`src/sv/nfsa_pkg.sv`:
```
// ----------------------------------------------------------------------------
// nfsa_pkg
// Shared types and constants for the nearest free slot assigner.
// ----------------------------------------------------------------------------
package nfsa_pkg;

  localparam int unsigned NUM_SLOTS = 16;
  localparam int unsigned IDX_W     = $clog2(NUM_SLOTS);
  localparam int unsigned CNT_W     = IDX_W + 1;
  localparam int unsigned COORD_W   = 16;
  localparam int unsigned CAP_W     = 17;
  localparam int unsigned DIST_W    = COORD_W + 1;
  localparam logic [CAP_W-1:0] COUNT_MAX = {CAP_W{1'b1}};

  typedef enum logic [1:0] {
    OP_LOAD   = 2'd0,
    OP_PLACE  = 2'd1,
    OP_REPORT = 2'd2
  } op_e;

  typedef enum logic [2:0] {
    ST_IDLE,
    ST_SCAN,
    ST_REPORT,
    ST_DRAIN,
    ST_UPDATE
  } st_e;

  typedef struct packed {
    logic [1:0]                opcode;
    logic [IDX_W-1:0]          slot_index;
    logic signed [COORD_W-1:0] x_coord;
    logic signed [COORD_W-1:0] y_coord;
    logic [CAP_W-1:0]          capacity;
  } cmd_t;

  typedef struct packed {
    logic [IDX_W-1:0] chosen_slot;
    logic [CAP_W-1:0] slot_count;
    logic             no_space;
    logic             last;
  } res_t;

  // one table entry as read out
  typedef struct packed {
    logic signed [COORD_W-1:0] x;
    logic signed [COORD_W-1:0] y;
    logic [CAP_W-1:0]          cap;
    logic [CAP_W-1:0]          used;
    logic                      full;
  } slot_rec_t;

  // table write requests: slot load and count update
  typedef struct packed {
    logic                      ld_en;
    logic [IDX_W-1:0]          ld_idx;
    logic signed [COORD_W-1:0] ld_x;
    logic signed [COORD_W-1:0] ld_y;
    logic [CAP_W-1:0]          ld_cap;
    logic                      up_en;
    logic [IDX_W-1:0]          up_idx;
    logic [CAP_W-1:0]          up_used;
    logic                      up_full;
  } tbl_wr_t;

  // sequencer controls
  typedef struct packed {
    logic             rd_en;
    logic [IDX_W-1:0] rd_addr;
    logic             cmp_clear;
    logic             scan_vld;
    logic             rpt_vld;
    logic [IDX_W-1:0] rd_idx;
    logic             rd_last;
    logic             upd;
  } seq_ctl_t;

  // running best candidate of a place scan
  typedef struct packed {
    logic             found;
    logic [IDX_W-1:0] idx;
    logic [CAP_W-1:0] used;
    logic [CAP_W-1:0] cap;
  } best_t;

endpackage

```
`src/sv/nfsa_table.sv`:
```
// ----------------------------------------------------------------------------
// nfsa_table
// Slot storage: position and capacity in memory, counts and full flags in
// reset flops; one registered read port.
// ----------------------------------------------------------------------------
module nfsa_table
  import nfsa_pkg::*;
(
  input  logic             clk_i,
  input  logic             rst_ni,
  input  tbl_wr_t          wr_i,
  input  logic             rd_en_i,
  input  logic [IDX_W-1:0] rd_addr_i,
  output slot_rec_t        rd_o
);

  logic signed [COORD_W-1:0] mem_x [NUM_SLOTS];
  logic signed [COORD_W-1:0] mem_y [NUM_SLOTS];
  logic [CAP_W-1:0]          mem_cap [NUM_SLOTS];
  logic [CAP_W-1:0]          used_q [NUM_SLOTS];
  logic [NUM_SLOTS-1:0]      full_q;
  slot_rec_t                 rd_q;

  always_ff @(posedge clk_i) begin
    if (wr_i.ld_en) begin
      mem_x[wr_i.ld_idx]   <= wr_i.ld_x;
      mem_y[wr_i.ld_idx]   <= wr_i.ld_y;
      mem_cap[wr_i.ld_idx] <= wr_i.ld_cap;
    end
    if (rd_en_i) begin
      rd_q.x    <= mem_x[rd_addr_i];
      rd_q.y    <= mem_y[rd_addr_i];
      rd_q.cap  <= mem_cap[rd_addr_i];
      rd_q.used <= used_q[rd_addr_i];
      rd_q.full <= full_q[rd_addr_i];
    end
  end

  always_ff @(posedge clk_i or negedge rst_ni) begin
    if (!rst_ni) begin
      for (int i = 0; i < NUM_SLOTS; i++) begin
        used_q[i] <= '0;
      end
      full_q <= '0;
    end else begin
      if (wr_i.ld_en) begin
        used_q[wr_i.ld_idx] <= '0;
        full_q[wr_i.ld_idx] <= (wr_i.ld_cap == '0);
      end else if (wr_i.up_en) begin
        used_q[wr_i.up_idx] <= wr_i.up_used;
        full_q[wr_i.up_idx] <= wr_i.up_full;
      end
    end
  end

  assign rd_o = rd_q;

endmodule

```
`src/sv/nfsa_cmp_unit.sv`:
```
// ----------------------------------------------------------------------------
// nfsa_cmp_unit
// Shared distance and compare unit: takes one slot per cycle while en_i is
// high and keeps the best free slot seen so far.
// ----------------------------------------------------------------------------
module nfsa_cmp_unit
  import nfsa_pkg::*;
(
  input  logic                      clk_i,
  input  logic                      rst_ni,
  input  logic                      clear_i,
  input  logic                      en_i,
  input  logic [IDX_W-1:0]          idx_i,
  input  slot_rec_t                 slot_i,
  input  logic signed [COORD_W-1:0] rx_i,
  input  logic signed [COORD_W-1:0] ry_i,
  output best_t                     best_o
);

  logic signed [COORD_W:0]   dx, dy;
  logic [DIST_W-1:0]         adx, ady, mdist;
  logic                      take;
  logic                      found_q;
  logic [IDX_W-1:0]          idx_q;
  logic [DIST_W-1:0]         dist_q;
  logic signed [COORD_W-1:0] bx_q, by_q;
  logic [CAP_W-1:0]          used_q, cap_q;

  assign dx    = {slot_i.x[COORD_W-1], slot_i.x} - {rx_i[COORD_W-1], rx_i};
  assign dy    = {slot_i.y[COORD_W-1], slot_i.y} - {ry_i[COORD_W-1], ry_i};
  assign adx   = dx[COORD_W] ? DIST_W'(-dx) : DIST_W'(dx);
  assign ady   = dy[COORD_W] ? DIST_W'(-dy) : DIST_W'(dy);
  assign mdist = adx + ady;

  // distance, then smaller x, then smaller y; equal keeps the lower index
  always_comb begin
    take = 1'b0;
    if (en_i && !slot_i.full) begin
      priority if (!found_q)        take = 1'b1;
      else if (mdist != dist_q)     take = (mdist < dist_q);
      else if (slot_i.x != bx_q)    take = (slot_i.x < bx_q);
      else                          take = (slot_i.y < by_q);
    end
  end

  always_ff @(posedge clk_i or negedge rst_ni) begin
    if (!rst_ni) begin
      found_q <= 1'b0;
    end else if (clear_i) begin
      found_q <= 1'b0;
    end else if (take) begin
      found_q <= 1'b1;
    end
  end

  always_ff @(posedge clk_i) begin
    if (take && !clear_i) begin
      idx_q  <= idx_i;
      dist_q <= mdist;
      bx_q   <= slot_i.x;
      by_q   <= slot_i.y;
      used_q <= slot_i.used;
      cap_q  <= slot_i.cap;
    end
  end

  assign best_o.found = found_q;
  assign best_o.idx   = idx_q;
  assign best_o.used  = used_q;
  assign best_o.cap   = cap_q;

endmodule

```
`src/sv/nfsa_seq.sv`:
```
// ----------------------------------------------------------------------------
// nfsa_seq
// Sequencer: walks the slot index for place scans and reports, tracks the
// registered read pipeline and issues the count update.
// ----------------------------------------------------------------------------
module nfsa_seq
  import nfsa_pkg::*;
(
  input  logic             clk_i,
  input  logic             rst_ni,
  input  logic             accept_i,
  input  logic [1:0]       opcode_i,
  input  logic [CNT_W-1:0] n_i,
  output logic             busy_o,
  output seq_ctl_t         ctl_o
);

  st_e              st_q, st_d;
  logic [CNT_W-1:0] idx_q, idx_d;
  logic             rpt_q, rpt_d;
  logic             rd_vld_q, rd_rpt_q, rd_last_q;
  logic [IDX_W-1:0] rd_idx_q;
  logic             rd_en, cmp_clear, upd, at_end;

  assign at_end = ((idx_q + CNT_W'(1)) == n_i);

  always_comb begin
    st_d      = st_q;
    idx_d     = idx_q;
    rpt_d     = rpt_q;
    rd_en     = 1'b0;
    cmp_clear = 1'b0;
    upd       = 1'b0;
    unique case (st_q)
      ST_IDLE: begin
        idx_d = '0;
        if (accept_i && (opcode_i == OP_PLACE)) begin
          cmp_clear = 1'b1;
          rpt_d     = 1'b0;
          st_d      = (n_i == '0) ? ST_UPDATE : ST_SCAN;
        end else if (accept_i && (opcode_i == OP_REPORT) && (n_i != '0)) begin
          rpt_d = 1'b1;
          st_d  = ST_REPORT;
        end
      end
      ST_SCAN, ST_REPORT: begin
        rd_en = 1'b1;
        idx_d = idx_q + CNT_W'(1);
        if (at_end) begin
          st_d = ST_DRAIN;
        end
      end
      ST_DRAIN: begin
        st_d = rpt_q ? ST_IDLE : ST_UPDATE;
      end
      ST_UPDATE: begin
        upd  = 1'b1;
        st_d = ST_IDLE;
      end
      default: begin
        st_d = ST_IDLE;
      end
    endcase
  end

  always_ff @(posedge clk_i or negedge rst_ni) begin
    if (!rst_ni) begin
      st_q     <= ST_IDLE;
      idx_q    <= '0;
      rpt_q    <= 1'b0;
      rd_vld_q <= 1'b0;
    end else begin
      st_q     <= st_d;
      idx_q    <= idx_d;
      rpt_q    <= rpt_d;
      rd_vld_q <= rd_en;
    end
  end

  always_ff @(posedge clk_i) begin
    rd_idx_q  <= idx_q[IDX_W-1:0];
    rd_rpt_q  <= rpt_q;
    rd_last_q <= at_end;
  end

  assign busy_o          = (st_q != ST_IDLE);
  assign ctl_o.rd_en     = rd_en;
  assign ctl_o.rd_addr   = idx_q[IDX_W-1:0];
  assign ctl_o.cmp_clear = cmp_clear;
  assign ctl_o.scan_vld  = rd_vld_q && !rd_rpt_q;
  assign ctl_o.rpt_vld   = rd_vld_q && rd_rpt_q;
  assign ctl_o.rd_idx    = rd_idx_q;
  assign ctl_o.rd_last   = rd_last_q;
  assign ctl_o.upd       = upd;

endmodule

```
`src/sv/nearest_free_slot_assigner.sv`:
```
// ----------------------------------------------------------------------------
// nearest_free_slot_assigner
// Slot table with nearest-free-slot placement by Manhattan distance, slot
// loading and count reports; one compare unit scans the slots in turn.
// ----------------------------------------------------------------------------
// Place: busy through n slot reads, one drain and one update step; the result
//   is registered from the update step; n = active slots, n of 0 skips the scan.
// Report: busy through n slot reads and the drain step, n strobes back to back.
// Load: never busy. One slot per cycle through the single read port
//   and compare unit sets the scan length.
// Reset: counts, full flags, slots_in_use and control clear; results cannot stall.
// ----------------------------------------------------------------------------
module nearest_free_slot_assigner
  import nfsa_pkg::*;
(
  input  logic             clk_i,
  input  logic             rst_ni,
  // command channel
  input  logic             start,
  output logic             busy,
  input  cmd_t             cmd_i,
  // result channel: one-cycle strobe
  output logic             result_valid_o,
  output res_t             result_o,
  // configuration: slots_in_use
  input  logic             cfg_valid_i,
  output logic             cfg_ready_o,
  input  logic [CNT_W-1:0] cfg_data_i
);

  logic                      accept;
  logic [CNT_W-1:0]          cfg_q;
  logic [CNT_W-1:0]          n_act;
  logic signed [COORD_W-1:0] rx_q, ry_q;
  seq_ctl_t                  ctl;
  slot_rec_t                 rd;
  best_t                     best;
  tbl_wr_t                   wr;
  logic [CAP_W-1:0]          new_used;
  logic                      res_vld_q, res_vld_d;
  res_t                      res_q, res_d;

  // a transaction is taken when start is high and the sequencer is idle
  assign accept      = start && !busy;
  // config waits for the sequencer and never lands together with a command
  assign cfg_ready_o = !busy && !start;

  always_ff @(posedge clk_i or negedge rst_ni) begin
    if (!rst_ni) begin
      cfg_q <= '0;
    end else if (cfg_valid_i && cfg_ready_o) begin
      cfg_q <= cfg_data_i;
    end
  end

  // active slots: the register value, held to the table size
  assign n_act = (cfg_q > CNT_W'(NUM_SLOTS)) ? CNT_W'(NUM_SLOTS) : cfg_q;

  // requester position, held for the whole scan
  always_ff @(posedge clk_i) begin
    if (accept) begin
      rx_q <= cmd_i.x_coord;
      ry_q <= cmd_i.y_coord;
    end
  end

  nfsa_seq u_seq (
    .clk_i    (clk_i),
    .rst_ni   (rst_ni),
    .accept_i (accept),
    .opcode_i (cmd_i.opcode),
    .n_i      (n_act),
    .busy_o   (busy),
    .ctl_o    (ctl)
  );

  // Count update of the chosen slot: saturating bump, full on reaching
  // capacity. The chosen slot was free, so the flag is simply recomputed.
  assign new_used = (best.used < COUNT_MAX) ? best.used + CAP_W'(1) : best.used;

  // Load writes at the accepting edge (every 4-bit index is a table slot);
  // the update writes in the sequencer's update step. They never coincide.
  always_comb begin
    wr.ld_en   = accept && (cmd_i.opcode == OP_LOAD);
    wr.ld_idx  = cmd_i.slot_index;
    wr.ld_x    = cmd_i.x_coord;
    wr.ld_y    = cmd_i.y_coord;
    wr.ld_cap  = cmd_i.capacity;
    wr.up_en   = ctl.upd && best.found;
    wr.up_idx  = best.idx;
    wr.up_used = new_used;
    wr.up_full = (new_used == best.cap);
  end

  nfsa_table u_table (
    .clk_i     (clk_i),
    .rst_ni    (rst_ni),
    .wr_i      (wr),
    .rd_en_i   (ctl.rd_en),
    .rd_addr_i (ctl.rd_addr),
    .rd_o      (rd)
  );

  nfsa_cmp_unit u_cmp (
    .clk_i   (clk_i),
    .rst_ni  (rst_ni),
    .clear_i (ctl.cmp_clear),
    .en_i    (ctl.scan_vld),
    .idx_i   (ctl.rd_idx),
    .slot_i  (rd),
    .rx_i    (rx_q),
    .ry_i    (ry_q),
    .best_o  (best)
  );

  // Result register: report results stream straight from the read data;
  // a place result comes from the update step, or flags no_space when no
  // free slot was seen.
  always_comb begin
    res_vld_d = 1'b0;
    res_d     = res_q;
    if (ctl.upd) begin
      res_vld_d = 1'b1;
      if (best.found) begin
        res_d.chosen_slot = best.idx;
        res_d.slot_count  = new_used;
        res_d.no_space    = 1'b0;
      end else begin
        res_d.chosen_slot = '0;
        res_d.slot_count  = '0;
        res_d.no_space    = 1'b1;
      end
      res_d.last = 1'b1;
    end else if (ctl.rpt_vld) begin
      res_vld_d         = 1'b1;
      res_d.chosen_slot = ctl.rd_idx;
      res_d.slot_count  = rd.used;
      res_d.no_space    = 1'b0;
      res_d.last        = ctl.rd_last;
    end
  end

  always_ff @(posedge clk_i or negedge rst_ni) begin
    if (!rst_ni) begin
      res_vld_q <= 1'b0;
    end else begin
      res_vld_q <= res_vld_d;
    end
  end

  always_ff @(posedge clk_i) begin
    res_q <= res_d;
  end

  assign result_valid_o = res_vld_q;
  assign result_o       = res_q;

`ifndef ASSERT_OFF
  // report results arrive back to back until the last one
  a_rpt_stream: assert property (@(posedge clk_i) disable iff (!rst_ni)
    result_valid_o && !result_o.last |=> result_valid_o)
    else $error("report stream broke before last");

  // no_space only on a final place result with a zero count
  a_nospace: assert property (@(posedge clk_i) disable iff (!rst_ni)
    result_valid_o && result_o.no_space |->
      result_o.last && (result_o.slot_count == '0))
    else $error("bad no_space result");

  // the update step ends the place transaction
  a_upd_end: assert property (@(posedge clk_i) disable iff (!rst_ni)
    ctl.upd |=> !busy && result_valid_o && result_o.last)
    else $error("place did not finish after update");

  // a load never makes the block busy
  a_load: assert property (@(posedge clk_i) disable iff (!rst_ni)
    accept && (cmd_i.opcode == OP_LOAD) |=> !busy && !result_valid_o)
    else $error("load raised busy or a result");
`endif

endmodule
```
`config.mk`:
```
export PLATFORM = sky130hd
export DESIGN_NAME = nearest_free_slot_assigner
export DESIGN_NICKNAME = d
export VERILOG_FILES = /design/src/sv/nfsa_pkg.sv /design/src/sv/nfsa_table.sv /design/src/sv/nfsa_cmp_unit.sv /design/src/sv/nfsa_seq.sv /design/src/sv/nearest_free_slot_assigner.sv
export SDC_FILE = /design/constraint.sdc
export NUM_CORES = 2
export LEC_CHECK = 0
export ABC_AREA = 1
export BUFFER_PORTS_ARGS = -buffer_cell sky130_fd_sc_hd__buf_2
export CAP_MARGIN = 20
export CORE_MARGIN = 1.5
export CORE_UTILIZATION = 40
export CTS_CLUSTER_DIAMETER = 200
export CTS_CLUSTER_SIZE = 10
export DETAILED_ROUTE_END_ITERATION = 16
export RECOVER_POWER = 50
export SLEW_MARGIN = 20
export SYNTH_ARGS = -nofsm -noshare
export SYNTH_HDL_FRONTEND = slang
export SYNTH_HIERARCHICAL = 1
export SYNTH_SLANG_ARGS = --single-unit
```
`constraint.sdc`:
```
create_clock -name clk_i -period 10.6 [get_ports clk_i]
set_input_delay 0 -clock clk_i [delete_from_list [all_inputs] [get_ports clk_i]]
set_output_delay 0 -clock clk_i [all_outputs]
set_load 0.01 [all_outputs]
```
==> results.json <==
{
  "status": "finished, violations left",
  "violations": "max-capacitance violations, max-slew violations",
  "yosysWarnings": 6,
  "drive_gt1_frac": 0.05875,
  "synth_seq_cells": 1304,
  "row_count": 141,
  "clk_path_buf_depth": 3,
  "cp_cell_sequence": "dlygate4sd3_1, dlygate4sd3_1, clkbuf_1, clkbuf_1",
  "start_kind": "input port",
  "hpwlAfterDp_mm": 89.89,
  "sw_frac_of_total": 0.4236,
  "antenna_found_initial": 16,
  "setup_viol": 0,
  "insertion_delay_ps": 770,
  "wl_per_cell_um": 20.47,
  "drcViolationCount": 0,
  "worstSetupEndpointType": "async pin",
  "clock-sinks": 1304,
  "synthToLayoutAreaGrowth_pct": 10.72,
  "finClkSkew_ps": 36.42,
  "fin_util": 0.4466,
  "slew_headroom": -3.525,
  "synth_compound_area_frac": 0.1217,
  "avgSynthCellArea_um2": 10.49,
  "synth_most_common_cell": "edfxtp_1",
  "cap_violations": 9,
  "coreArea_um2": 148000,
  "hold_class": "in -> reg",
  "overflow": 0,
  "initial_core_util": 0.4034,
  "fin_crit_sh": 0.6887,
  "power.density_nw_per_um2": 330.8,
  "first_iter_violations": 4296,
  "synthCells": 5693,
  "synth_top_family_by_area": "simple AND/OR/NAND/NOR gates",
  "cts_root_buf": "clkbuf_16",
  "period_needed_ps": 7300,
  "clkTransAtPathRegs_ps": 60,
  "yosys.area_share.xor_xnor": 0.006748,
  "worst_slew_pin_slew_ps": 6787,
  "routabilityCongestion": 0.8620,
  "synth_edf_count": 992,
  "rsz0062_at_grt": "no",
  "ant_nets": 0,
  "die-area_um2": 151600,
  "synth_top_area_share": 0.4989,
  "post_cts_resized": 0,
  "worstSetupPathType": "in -> async",
  "synth-simple-area-share": 0.1336,
  "worst_ep_arrival_time_ps": 6470,
  "finalWirelength_mm": 158.5,
  "io_pins": 90,
  "grt_pass1_vias": 39060,
  "track_usage": 0.2080,
  "p_int_mw": 12.60,
  "cp_slowest_cell": "clkbuf_1",
  "cp_top_family": "buffers and inverters",
  "grt_start_max_net_pins": 233,
  "cp_slowest_stage_delay_ps": 4750,
  "ys_types": 53,
  "nNetsFinal": 5915,
  "drt-pass1-iter-count": 6,
  "p_leak_nw": 26.61,
  "io_buffers": 89,
  "final.setup.tns_ps": 0,
  "synth_mux_area_frac": 0.0001677,
  "p_clk_frac": 0.209,
  "p_sw_mw": 9.263,
  "synth_area_leaders": "edfxtp_1, dfrtp_1, inv_1",
  "cp_max_fo": 125,
  "comb_power_share": 0.463,
  "irDropWorstVdd_mv": 0.3258,
  "max_freq_mhz": 137.0,
  "post-cts-setup-buffers": 0,
  "vias_per_cell": 5.376,
  "synthTopCellsByCount": "edfxtp_1, inv_1, nand2_1, nand3_1, a21oi_1",
  "seq_area_frac_synth": 0.6291,
  "async_flop_share": 0.2339,
  "cts_tree": "built",
  "path_buf_inv": 4,
  "cts_buffers": 148,
  "vias": 41620,
  "slew_violations": 485,
  "die_y_um": 389.3,
  "grt_first_pass_wirelength_mm": 241.7,
  "crit_required_ps": 9770,
  "synthesis.area_um2": 59700,
  "synth_ff_type": "edfxtp_1",
  "hold_viol_final": 0,
  "htreeDepth": 4,
  "syn_nets": 5860,
  "synth_fa_ha_area_frac": 0.02196,
  "die_w_um": 389.3,
  "seqPwrFrac": 0.328,
  "synth_top_cell_by_area": "edfxtp_1"
}
[power groups by stage]
stage,Combinational (mW),Sequential [mW],Clock [mW]
6_report,10.1,7.17,4.57
5_1_grt,11.4,7.26,4.85
4_1_cts,10.1,7.17,4.67
3_5_place_dp,10.0,7.26,0
3_3_place_gp,10.0,7.24,0
2_1_floorplan,7.57,7.13,0
[per-stage QoR]
| step | instance area (um2) | setup slack [ps] | std cells | hold WS, ps | total power [mW] |
|---|---|---|---|---|---|
| 2_1_floorplan | 59700 | 1465 | 5693 | -295.6 | 14.70 |
| 3_3_place_gp | 61260 | 4360 | 7445 | 194.5 | 17.29 |
| 3_5_place_dp | 61290 | 4388 | 7446 | 184.5 | 17.30 |
| 4_1_cts | 66270 | 4356 | 7734 | 31.28 | 21.98 |
| 5_1_grt | 66090 | 2048 | 7738 | 236.2 | 23.54 |
| 6_report | 66100 | 3300 | 7742 | 220.8 | 21.87 |
[cells in the final DEF, fill, tap and decap left out, types with 8 or more instances in the layout]
| cell type | count |
|---|---|
| buf_4 | 41 |
| nor2_2 | 9 |
| buf_2 | 14 |
| nor3_1 | 18 |
| xor2_1 | 38 |
| clkbuf_1 | 125 |
| nand2_2 | 43 |
| edfxtp_1 | 992 |
| o211ai_1 | 268 |
| xnor2_1 | 8 |
| dlygate4sd3_1 | 81 |
| o22ai_1 | 138 |
| clkbuf_16 | 154 |
| diode_2 | 8 |
| nand4_1 | 32 |
| o21ai_0 | 312 |
| ha_1 | 100 |
| inv_2 | 8 |
| inv_1 | 858 |
| dfrtp_1 | 304 |
| o21ai_1 | 140 |
| nand2_1 | 855 |
| nand3_1 | 648 |
| nor2_1 | 155 |
| a21oi_1 | 323 |
| inv_4 | 11 |
| a21oi_2 | 13 |
| a32o_1 | 18 |
[metal layers]
| layer | routed length [um] | share of wire | up-vias | track usage |
|---|---|---|---|---|
| met4 | 4040 | 0.025 | 8 | 0.05973 |
| met2 | 71050 | 0.45 | 1413 | 0.3193 |
| met3 | 11040 | 0.070 | 258 | 0.03216 |
| met5 | 57 | 0.00036 | - | 0 |
| met1 | 72290 | 0.46 | 20210 | 0.3047 |
| li1 | - | - | 19740 | - |
[repair_timing]
| action | 4_1_cts | 5_1_grt |
|---|---|---|
| hold endpoints to repair | 1002 | 0 |
| hold buffers | 82 | 0 |
| endpoints found under the setup margin | 0 | 0 |
[cell type report]
| type | count | area (um2) |
|---|---|---|
| Antenna cell | 8 | 20.02 |
| Timing Repair Buffer | 223 | 1620 |
| Inverter | 886 | 3366 |
| Fill cell | 13670 | 81910 |
| Multi-Input combinational cell | 3185 | 16970 |
| Clock inverter | 8 | 128.9 |
| Sequential cell | 1304 | 37560 |
| Tap cell | 1930 | 2415 |
| Clock buffer | 198 | 4019 |
[path summary, 6_finish.rpt]
path,start,endpoint,slack [ps],cells after the start
hold / removal,cmd_i[54],u_seq/rpt_q,220,6
max in group clk_i,u_table/rd_o[51],u_cmp/by_q[5],4370,38
min in group asynchronous,rst_ni,u_table/used_q[254],350,3
hold reg to reg,u_seq/rpt_q,u_seq/rd_rpt_q,410,0
setup / recovery,rst_ni,u_table/used_q[197],3300,4
setup reg to reg,u_table/rd_o[51],u_cmp/by_q[5],4370,38
[worst register-to-register path: cells and delay by family, from the launching register on]
| kind | cells | cell delay [ps] |
|---|---|---|
| flops | 1 | 330 |
| simple gates | 21 | 2050 |
| buf+inv | 5 | 930 |
| xor+xnor | 2 | 340 |
| fa+ha+maj | 4 | 1270 |
| compound gates | 6 | 880 |
[registers in the layout, indices dropped and copies added, names as in the netlist, 17 cells and up]
signal           cells
u_table/mem_cap    272
u_table/used_q     272
u_table/mem_x      256
u_table/mem_y      256
u_table/rd_o        67
result_o            23
u_cmp/cap_q         17
u_cmp/dist_q        17
u_cmp/used_q        17
[cell families after synthesis]
family,count (synthesis)
flip-flops,1304
buffers and inverters,1204
AO/OA/AOI/OAI,1239
multiplexers,1
adder cells (fa/ha/maj),103
AND/OR/NAND/NOR,1796
XOR/XNOR,46
Note: power is estimated with default switching activity, not from simulation.
